## src/sv/phs_pkg.sv

```systemverilog
// phs_pkg: shared widths, register indexes and pipeline payload types
// used by the pixel_hsv_shift top level and its port checker
`default_nettype none
package phs_pkg;
  localparam int ChanW  = 8;
  localparam int ShiftW = 9;
  localparam int CfgIdxW = 2;
  localparam int DivSteps = 8;
  localparam int FracW = 16;

  typedef enum logic [CfgIdxW-1:0] {
    CFG_HUE   = 2'd0,
    CFG_SAT   = 2'd1,
    CFG_VAL   = 2'd2,
    CFG_NONE  = 2'd3
  } cfg_idx_e;

  typedef struct packed {
    logic [ChanW-1:0] r;
    logic [ChanW-1:0] g;
    logic [ChanW-1:0] b;
    logic [ChanW-1:0] a;
  } pix_t;

  // state of both dividers while they run one bit per stage
  typedef struct packed {
    logic [ChanW-1:0] rem_s;
    logic [ChanW-1:0] low_s;
    logic [ChanW-1:0] q_s;
    logic [11:0]      rem_h;
    logic [11:0]      dv_h;
    logic [ChanW-1:0] q_h;
    logic [ChanW-1:0] mx;
    logic             grey;
    pix_t             pix;
  } div_t;
endpackage
`default_nettype wire

```

## src/sv/pixel_hsv_shift.sv

```systemverilog
// pixel_hsv_shift: rgba pixel hue/saturation/value adjust, 15-stage pipeline
// depends on phs_pkg; checked by phs_port_checker
//
// channel | direction | handshake         | payload
// in      | request   | in_valid/in_stall  | in_red/green/blue/alpha
// out     | result    | out_valid/out_stall| out_red/green/blue/alpha
// cfg     | write     | cfg_valid/ready    | cfg_index, cfg_data
//
// one pixel per cycle while out_stall_i does not hold the pipeline
// most of the pipeline is the two 8-step restoring dividers, one bit per stage
// the whole pipeline holds while a result waits under out_stall_i
// reset clears valid bits and all three offsets to zero
`default_nettype none
module pixel_hsv_shift
  import phs_pkg::*;
(
  input  wire logic                clk_i,
  input  wire logic                rst_ni,
  input  wire logic                in_valid_i,
  output logic                     in_stall_o,
  input  wire logic [ChanW-1:0]    in_red_i,
  input  wire logic [ChanW-1:0]    in_green_i,
  input  wire logic [ChanW-1:0]    in_blue_i,
  input  wire logic [ChanW-1:0]    in_alpha_i,
  output logic                     out_valid_o,
  input  wire logic                out_stall_i,
  output logic [ChanW-1:0]         out_red_o,
  output logic [ChanW-1:0]         out_green_o,
  output logic [ChanW-1:0]         out_blue_o,
  output logic [ChanW-1:0]         out_alpha_o,
  input  wire logic                cfg_valid_i,
  output logic                     cfg_ready_o,
  input  wire logic [CfgIdxW-1:0]  cfg_index_i,
  input  wire logic [ShiftW-1:0]   cfg_data_i
);

  logic en;
  logic signed [ShiftW-1:0] hue_q, sat_q, val_q;

  logic out_valid_q;
  pix_t out_q;

  assign en          = !(out_valid_q && out_stall_i);
  assign in_stall_o  = !en;
  assign cfg_ready_o = 1'b1;

  always_ff @(posedge clk_i or negedge rst_ni) begin
    if (!rst_ni) begin
      hue_q <= '0;
      sat_q <= '0;
      val_q <= '0;
    end else if (cfg_valid_i) begin
      unique case (cfg_idx_e'(cfg_index_i))
        CFG_HUE: hue_q <= cfg_data_i;
        CFG_SAT: sat_q <= cfg_data_i;
        CFG_VAL: val_q <= cfg_data_i;
        default: ;
      endcase
    end
  end

  // input register
  logic in_vld_q;
  pix_t in_q;
  always_ff @(posedge clk_i or negedge rst_ni) begin
    if (!rst_ni) in_vld_q <= 1'b0;
    else if (en) in_vld_q <= in_valid_i;
  end
  always_ff @(posedge clk_i) begin
    if (en) in_q <= '{r: in_red_i, g: in_green_i, b: in_blue_i, a: in_alpha_i};
  end

  // max, min, sector position and divider setup
  logic [ChanW-1:0] mx, mn, dd;
  logic signed [12:0] pos;
  logic [11:0] d6;
  div_t div_d;
  always_comb begin
    mx = in_q.r;
    mn = in_q.r;
    if (in_q.g > mx) mx = in_q.g;
    if (in_q.b > mx) mx = in_q.b;
    if (in_q.g < mn) mn = in_q.g;
    if (in_q.b < mn) mn = in_q.b;
    dd = mx - mn;
    d6 = {4'd0, dd} * 12'd6;
    priority if (in_q.r == mx) begin
      pos = $signed({5'd0, in_q.g}) - $signed({5'd0, in_q.b});
    end else if (in_q.g == mx) begin
      pos = $signed({4'd0, dd, 1'b0}) + $signed({5'd0, in_q.b}) - $signed({5'd0, in_q.r});
    end else begin
      pos = $signed({3'd0, dd, 2'b0}) + $signed({5'd0, in_q.r}) - $signed({5'd0, in_q.g});
    end
    if (pos < 0) pos = pos + $signed({1'b0, d6});
    div_d.rem_s = 8'(({8'd0, dd} * 16'd255) >> 8);
    div_d.low_s = 8'({8'd0, dd} * 16'd255);
    div_d.q_s   = '0;
    div_d.rem_h = pos[11:0];
    div_d.dv_h  = d6;
    div_d.q_h   = '0;
    div_d.mx    = mx;
    div_d.grey  = (dd == '0);
    div_d.pix   = in_q;
  end

  function automatic div_t div_step(input div_t x);
    div_t y;
    logic [ChanW:0] ts;
    logic [11:0] th;
    y  = x;
    ts = {x.rem_s, x.low_s[ChanW-1]};
    th = {x.rem_h[10:0], 1'b0};
    y.low_s = {x.low_s[ChanW-2:0], 1'b0};
    if (ts >= {1'b0, x.mx}) begin
      y.rem_s = 8'(ts - {1'b0, x.mx});
      y.q_s   = {x.q_s[ChanW-2:0], 1'b1};
    end else begin
      y.rem_s = ts[ChanW-1:0];
      y.q_s   = {x.q_s[ChanW-2:0], 1'b0};
    end
    if (th >= x.dv_h) begin
      y.rem_h = th - x.dv_h;
      y.q_h   = {x.q_h[ChanW-2:0], 1'b1};
    end else begin
      y.rem_h = th;
      y.q_h   = {x.q_h[ChanW-2:0], 1'b0};
    end
    return y;
  endfunction

  div_t div_q [DivSteps+1];
  logic [DivSteps:0] div_vld_q;

  always_ff @(posedge clk_i or negedge rst_ni) begin
    if (!rst_ni) div_vld_q <= '0;
    else if (en) div_vld_q <= {div_vld_q[DivSteps-1:0], in_vld_q};
  end
  always_ff @(posedge clk_i) begin
    if (en) div_q[0] <= div_d;
  end
  for (genvar i = 1; i <= DivSteps; i++) begin : g_div
    always_ff @(posedge clk_i) begin
      if (en) div_q[i] <= div_step(div_q[i-1]);
    end
  end

  // apply offsets
  div_t dl;
  logic [ChanW-1:0] h_d, s_d, v_d;
  logic signed [ShiftW+1:0] ssum, vsum;
  logic [ChanW-1:0] h0, s0;
  assign dl = div_q[DivSteps];
  always_comb begin
    h0   = dl.grey ? '0 : dl.q_h;
    s0   = dl.grey ? '0 : dl.q_s;
    h_d  = h0 + hue_q[ChanW-1:0];
    ssum = $signed({3'd0, s0}) + (ShiftW+2)'(sat_q);
    vsum = $signed({3'd0, dl.mx}) + (ShiftW+2)'(val_q);
    if (ssum < 0) s_d = '0;
    else if (ssum > 255) s_d = 8'd255;
    else s_d = ssum[ChanW-1:0];
    if (vsum < 0) v_d = '0;
    else if (vsum > 255) v_d = 8'd255;
    else v_d = vsum[ChanW-1:0];
  end

  logic hsv_vld_q;
  logic [ChanW-1:0] h_q, s_q, v_q;
  pix_t hsv_pix_q;
  always_ff @(posedge clk_i or negedge rst_ni) begin
    if (!rst_ni) hsv_vld_q <= 1'b0;
    else if (en) hsv_vld_q <= div_vld_q[DivSteps];
  end
  always_ff @(posedge clk_i) begin
    if (en) begin
      h_q <= h_d;
      s_q <= s_d;
      v_q <= v_d;
      hsv_pix_q <= dl.pix;
    end
  end

  // sector position and chroma product
  logic [18:0] p_d;
  assign p_d = {1'b0, h_q, 10'd0} + {2'b0, h_q, 9'd0};
  logic r1_vld_q;
  logic [2:0] k1_q;
  logic [FracW-1:0] f1_q;
  logic [15:0] prod_q;
  logic [ChanW-1:0] v1_q;
  pix_t r1_pix_q;
  always_ff @(posedge clk_i or negedge rst_ni) begin
    if (!rst_ni) r1_vld_q <= 1'b0;
    else if (en) r1_vld_q <= hsv_vld_q;
  end
  always_ff @(posedge clk_i) begin
    if (en) begin
      k1_q     <= p_d[18:16];
      f1_q     <= p_d[FracW-1:0];
      prod_q   <= {8'd0, v_q} * {8'd0, s_q};
      v1_q     <= v_q;
      r1_pix_q <= hsv_pix_q;
    end
  end

  // divide by 255, offset and ramp weight
  logic [16:0] y1, y2;
  logic [ChanW-1:0] c_d;
  assign y1  = {1'b0, prod_q} + 17'd1;
  assign y2  = y1 + {8'd0, y1[16:8]};
  assign c_d = y2[15:8];

  logic r2_vld_q;
  logic [2:0] k2_q;
  logic [ChanW-1:0] c2_q, m2_q;
  logic [FracW:0] w2_q;
  pix_t r2_pix_q;
  always_ff @(posedge clk_i or negedge rst_ni) begin
    if (!rst_ni) r2_vld_q <= 1'b0;
    else if (en) r2_vld_q <= r1_vld_q;
  end
  always_ff @(posedge clk_i) begin
    if (en) begin
      k2_q <= k1_q;
      c2_q <= c_d;
      m2_q <= v1_q - c_d;
      w2_q <= k1_q[0] ? (17'h10000 - {1'b0, f1_q}) : {1'b0, f1_q};
      r2_pix_q <= r1_pix_q;
    end
  end

  // ramp
  logic [24:0] cw;
  assign cw = {17'd0, c2_q} * {8'd0, w2_q};
  logic r3_vld_q;
  logic [2:0] k3_q;
  logic [ChanW-1:0] c3_q, m3_q, x3_q;
  pix_t r3_pix_q;
  always_ff @(posedge clk_i or negedge rst_ni) begin
    if (!rst_ni) r3_vld_q <= 1'b0;
    else if (en) r3_vld_q <= r2_vld_q;
  end
  always_ff @(posedge clk_i) begin
    if (en) begin
      k3_q <= k2_q;
      c3_q <= c2_q;
      m3_q <= m2_q;
      x3_q <= cw[23:16];
      r3_pix_q <= r2_pix_q;
    end
  end

  // sector select and output register
  pix_t out_d;
  logic [ChanW-1:0] rr, gg, bb;
  always_comb begin
    rr = '0;
    gg = '0;
    bb = '0;
    unique case (k3_q)
      3'd0: begin rr = c3_q; gg = x3_q; end
      3'd1: begin rr = x3_q; gg = c3_q; end
      3'd2: begin gg = c3_q; bb = x3_q; end
      3'd3: begin gg = x3_q; bb = c3_q; end
      3'd4: begin rr = x3_q; bb = c3_q; end
      default: begin rr = c3_q; bb = x3_q; end
    endcase
    out_d = r3_pix_q;
    if (r3_pix_q.a != '0) begin
      out_d.r = rr + m3_q;
      out_d.g = gg + m3_q;
      out_d.b = bb + m3_q;
    end
  end

  always_ff @(posedge clk_i or negedge rst_ni) begin
    if (!rst_ni) out_valid_q <= 1'b0;
    else if (en) out_valid_q <= r3_vld_q;
  end
  always_ff @(posedge clk_i) begin
    if (en) out_q <= out_d;
  end

  assign out_valid_o = out_valid_q;
  assign out_red_o   = out_q.r;
  assign out_green_o = out_q.g;
  assign out_blue_o  = out_q.b;
  assign out_alpha_o = out_q.a;

endmodule
`default_nettype wire

```

## config.mk

```make
export PLATFORM = sky130hd
export DESIGN_NAME = pixel_hsv_shift
export DESIGN_NICKNAME = d
export VERILOG_FILES = /design/src/sv/phs_pkg.sv /design/src/sv/pixel_hsv_shift.sv
export SDC_FILE = /design/constraint.sdc
export NUM_CORES = 2
export LEC_CHECK = 0
export BUFFER_PORTS_ARGS = -buffer_cell sky130_fd_sc_hd__buf_2
export CORE_MARGIN = 10
export CORE_UTILIZATION = 40
export CTS_BUF_LIST = sky130_fd_sc_hd__clkbuf_4 sky130_fd_sc_hd__clkbuf_8
export DETAILED_ROUTE_END_ITERATION = 7
export MAX_ROUTING_LAYER = met4
export PLACE_DENSITY = 0.65
export SLEW_MARGIN = 10
export SYNTH_ARGS = -nofsm -noshare
export SYNTH_HDL_FRONTEND = slang
export SYNTH_SLANG_ARGS = --single-unit
```

## constraint.sdc

```tcl
create_clock -name clk_i -period 56.5 [get_ports clk_i]
set_input_delay 11.3 -clock clk_i [delete_from_list [all_inputs] [get_ports clk_i]]
set_output_delay 11.3 -clock clk_i [all_outputs]
set_load 0.01 [all_outputs]
```

; Yosys cells after proc, flatten, opt, wreduce, memory -nomap -nowiden
; Memories as Yosys holds them, arrays and structs flattened.
; Index checks and enable logic that the tools add are counted.
[op_classes]
addsub = 34
multipliers = 4
magnitude_cmp = 25
eq_ne = 8
mux = 81
n_reduce_logical = 14
[ops]
columns = op, n
row1 = $mux 8, 40
row2 = $mux 12, 17
row3 = $ge 12x12->1, 8
row4 = $sub 12x12->12, 8
row5 = $sub 8x8->8, 10
row6 = $ge 9x8->1, 8
row7 = $pmux 8 s2, 3
row8 = $add 8x8->8, 4
row9 = $mux 13, 2
row10 = $mul 8x17->24, 1
row11 = $mux 24, 1
row12 = $add 9x9->10, 2
row13 = $gt 10x9->1 const B, 2
row14 = $lt 10x1->1 const B, 2
row15 = $add 18x17->19, 1
row16 = $add 16x1->17 const B, 1
row17 = $mux 1, 17
row18 = $sub 17x16->17 const A, 1
row19 = $add 16x9->16, 1
row20 = $eq 8x8->1, 2
row21 = $gt 8x8->1, 2
row22 = $lt 8x8->1, 2
row23 = $mul 8x8->16, 1
row24 = $mul 8x8->16 const B, 1
row25 = 21 further kinds, 29
[word_totals]
regBits = 363
ramBits = 873
input_bits = 48
out_inout_bits = 35
wordCells = 217
mem_count = 1
[mem_list]
columns = memory, words, word_bits, rd, rd_clocked_by_memory_dff, write_ports, line_no
row1 = div_q, 9, 97, 9, 0, 9, pixel_hsv_shift.sv:131  ; div_t div_q [DivSteps+1];

; Depth between registers and ports, before layout
[depth]
word_depth = 11
ltp_mapped = 50

; Least setup slack after synthesis
; No wires, ideal clock.
[synth_path]
kind = input port to output port
startpoint = input out_stall_i
endpoint = output in_stall_o
t_arrival_ns = 41.026
slack_ns = 4.174
path_stages = 3
path_cell_list = nand2_1 clkbuf_1 inv_1
[synth_via]
elab_chain_cells = 1
[synth_lines]
columns = element, line_no
row1 = from (decl), pixel_hsv_shift.sv:26  ; input wire logic out_stall_i,
row2 = $logic_and 1x1->1, pixel_hsv_shift.sv:43  ; assign en = !(out_valid_q && out_stall_i);
row3 = to (decl), pixel_hsv_shift.sv:20  ; output logic in_stall_o,
; Every way passes these cells.

; Worst setup path in the final report
; Same ends and word-level chain as after synthesis.

==> impl_metrics.json <==
{
  "status": "finished, final reports clean",
  "yosysUniqueCellTypes": 86,
  "cts-htree-levels": 4,
  "drive_above_1_share": 0.115,
  "vias_per_cell": 4.84,
  "synth_top_cells_by_area": "edfxtp_1 58%, ha_1 9.5%, fa_1 5.5%",
  "grt_pass1_vias": 29000,
  "synth-seq-cells": 1032,
  "antenna_left": 0,
  "wl_per_cell_um": 15.8,
  "max_stage_delay_ns": 0.62,
  "dp.cells": 5508,
  "fin_worst_skew_ns": 0.0470,
  "crit_family": "simple AND/OR/NAND/NOR gates",
  "fill_cells": 11300,
  "synthToLayoutAreaGrowth_pct": 11.9,
  "period_minus_slack_ns": 23.75,
  "route.detailed.drc": 0,
  "crit_path_top_delay_cell": "nand2_4",
  "worstPathRequired_ns": 45.20,
  "grt_antenna_before_repair": 13,
  "die_w_um": 378,
  "cp_num_buf_inv": 3,
  "die_area_um2": 143000,
  "syn_nets": 4366,
  "critPathArrivalTime_ns": 12.45,
  "cts-resized-gates": 0,
  "hold_path_class": "reg2reg",
  "crit_chain": "buf_2, nand2_4, inv_1, buf_2",
  "async_flop_share": 0.0397,
  "netlist_instances": 3788,
  "finalCritPeriodShare": 0.420,
  "cap_violations": 0,
  "hpwl_mm": 66.1,
  "clockBufferDepth": 3,
  "regToRegEndpoint": "div_q[0][96]$_DFFE_PN_",
  "cts.clk_slew.worst_paths_ns": 0.06,
  "finalMaxSlewViolations": 0,
  "vias": 28200,
  "finalNonFillerCells": 5829,
  "clock.fmax_ghz": 0.0421,
  "start_util": 0.402,
  "synth_top_area_frac": 0.581,
  "io_pins": 83,
  "cts_tree": "built",
  "gp_routability_congestion": 0.877,
  "grt_use_total": 0.134,
  "min_to": "div_q[0][108]$_DFFE_PN_",
  "rr_worst_depth": 40,
  "cts.sinks": 1032,
  "core-area_um2": 127000,
  "rsz0062_at_grt": "no",
  "multi_input_area_um2": 18400,
  "min_path_cells": 0,
  "critPathMostFrequentCell": "buf_2",
  "ys_seq_area_frac": 0.601,
  "cts_root_buffer": "clkbuf_8",
  "post-cts-setup-buffers": 0,
  "crit_path_end_kind": "primary output",
  "synth_top_cell_by_area": "edfxtp_1",
  "cts_buffers": 172,
  "syn_avg_cell_area_um2": 13.5,
  "drt_pass1_iterations": 5,
  "setup_viol": 0,
  "worst_pin_slew_ns": 1.20,
  "holdCritStartpoint": "div_q[0][11]$_DFFE_PN_",
  "grt_max_degree": 207,
  "synth_ff_type": "edfxtp_1",
  "r2r_setup_slack_ns": 45.33,
  "register_area_um2": 30800,
  "finalWirelength_mm": 91.9,
  "die_y_um": 378,
  "fin_tns_setup_ns": 0,
  "drt-initial-drc-count": 1649,
  "slew_headroom": 0.199,
  "critPathMaxFanout": 60,
  "netlist_area_um2": 51200,
  "setup.worst_path.start_class": "primary input",
  "setup_slack_ns": 32.75,
  "synth_edf_count": 991,
  "timing.rr.start": "div_d[17]$_DFFE_PN_",
  "grt_overflow": 0,
  "pre_cts_ws_ns": 32.70,
  "clk_latency_ns": 0.86,
  "grt_pass1_wl_mm": 149,
  "yosys_warnings": 0,
  "portBuffers": 81,
  "final_hold_viol_count": 0,
  "critPathKind": "in2out",
  "ctsHoldBuffers": 0,
  "rows": 131,
  "post-route-util": 0.450,
  "nNetsFinal": 4598
}
==> area by class of cell <==
type | count | share of cell area
clock buffers | 230 | 0.0490
repair buffers | 105 | 0.0104
multi-input cells | 2215 | 0.321
clock inverters | 81 | 0.0135
flip-flops and latches | 1032 | 0.537
inverters | 494 | 0.0323
well taps | 1662 | 0.0363
diodes | 10 | 0.000437
==> worst reg2reg max path, delay by kind of cell (launching register included) <==
kind | cells | cell delay [ns]
xor gates and xnor gates | 1 | 0.11
DFF | 1 | 0.63
buffers and inverters | 5 | 0.85
and+or+nand+nor | 9 | 2.06
adders and majority gates | 8 | 3.31
AOI/OAI and AO/OA | 17 | 3.95
==> cells in the mapped netlist (3+ instances only) <==
library cell / instances
o31ai_1: 25
o211ai_2: 3
nand2b_1: 51
nand2_1: 213
nor2b_1: 61
nor2_1: 154
clkbuf_1: 35
dfrtp_1: 41
nand4_1: 29
mux2_4: 6
o211a_1: 10
ha_1: 389
o22ai_1: 3
or4_1: 11
o221ai_1: 7
fa_1: 141
buf_1: 4
edfxtp_1: 991
nor4b_2: 3
a221oi_1: 16
mux2i_1: 31
and4_1: 5
and3_1: 14
nand3b_1: 3
a21oi_1: 216
xnor2_1: 153
and2_1: 95
o31a_1: 3
buf_2: 5
a211oi_1: 7
nor4_1: 6
a21o_1: 65
a21boi_0: 12
xor2_1: 66
nor3_1: 30
nand3_1: 23
o21ai_1: 5
inv_1: 494
o21bai_1: 44
or3_1: 5
o21ai_0: 168
o21a_1: 31
mux2_2: 58
==> state kept, by name, indices dropped and copies added (netlist names), 16 cells and up <==
register / count
hsv_pix_q: 32
r2_pix_q: 32
div_q: 687
r3_pix_q: 24
div_d: 32
prod_q: 16
r1_pix_q: 32
==> placed cells by master, fill, tap and decap left out, drive strengths merged, types with 11 or more instances in the layout <==
cell type  Yosys  layout
edfxtp       991     991
inv          494     505
ha           389     389
clkbuf        35     230
a21oi        217     217
nand2        216     216
o21ai        174     174
nor2         157     157
xnor2        153     153
fa           141     141
buf           12     105
and2          95      95
xor2          66      66
a21o          65      65
mux2          64      64
nor2b         61      61
clkinv         0      58
nand2b        51      51
o21bai        44      44
dfrtp         41      41
o21a          31      31
mux2i         31      31
nor3          31      31
nand4         30      30
o31ai         27      27
nand3         23      23
a221oi        17      17
a21boi        16      16
and3          14      14
or4           11      11
==> stage by stage <==
step / area [um2] / hold WS [ns]
floorplan: 51200 / 0.400
global placement: 53700 / 0.400
detailed placement: 53700 / 0.405
CTS: 57300 / 0.381
global route: 57300 / 0.388
finish: 57300 / 0.387
==> layer usage <==
metal	vias up	track usage	part of all wire
li1	14000	-	-
met1	13500	0.155	0.43
met2	501	0.219	0.48
met3	216	0.0357	0.056
met4	0	0.0578	0.034
met5	-	-	0
==> how the worst max path moves through the flow <==
stage | start | endpoint | slack (ns) | cells past startpoint
after global routing | out_stall_i | in_stall_o | 32.63 | 4
after CTS | out_stall_i | in_stall_o | 32.70 | 4
after floorplan | out_stall_i | in_stall_o | 4.17 | 3
after global placement | out_stall_i | in_stall_o | 32.72 | 4
after detailed placement | out_stall_i | in_stall_o | 32.70 | 4
final | out_stall_i | in_stall_o | 32.75 | 4
==> cell families (layout without fill, tap and decap cells) <==
group	Yosys count	count (layout)	share of synthesized area
xor gates and xnor gates	219	219	0.0374
AOI/OAI and AO/OA	647	647	0.0791
muxes	95	95	0.0206
buffers and inverters	541	910	0.0401
adders and majority gates	530	530	0.150
DFF	1032	1032	0.601
other	1	11	0.0000732
and+or+nand+nor	723	723	0.0717
Power is left out: the tool's default activity adds up to more than one toggle a clock period on the data nets, which glitch-free logic cannot reach.
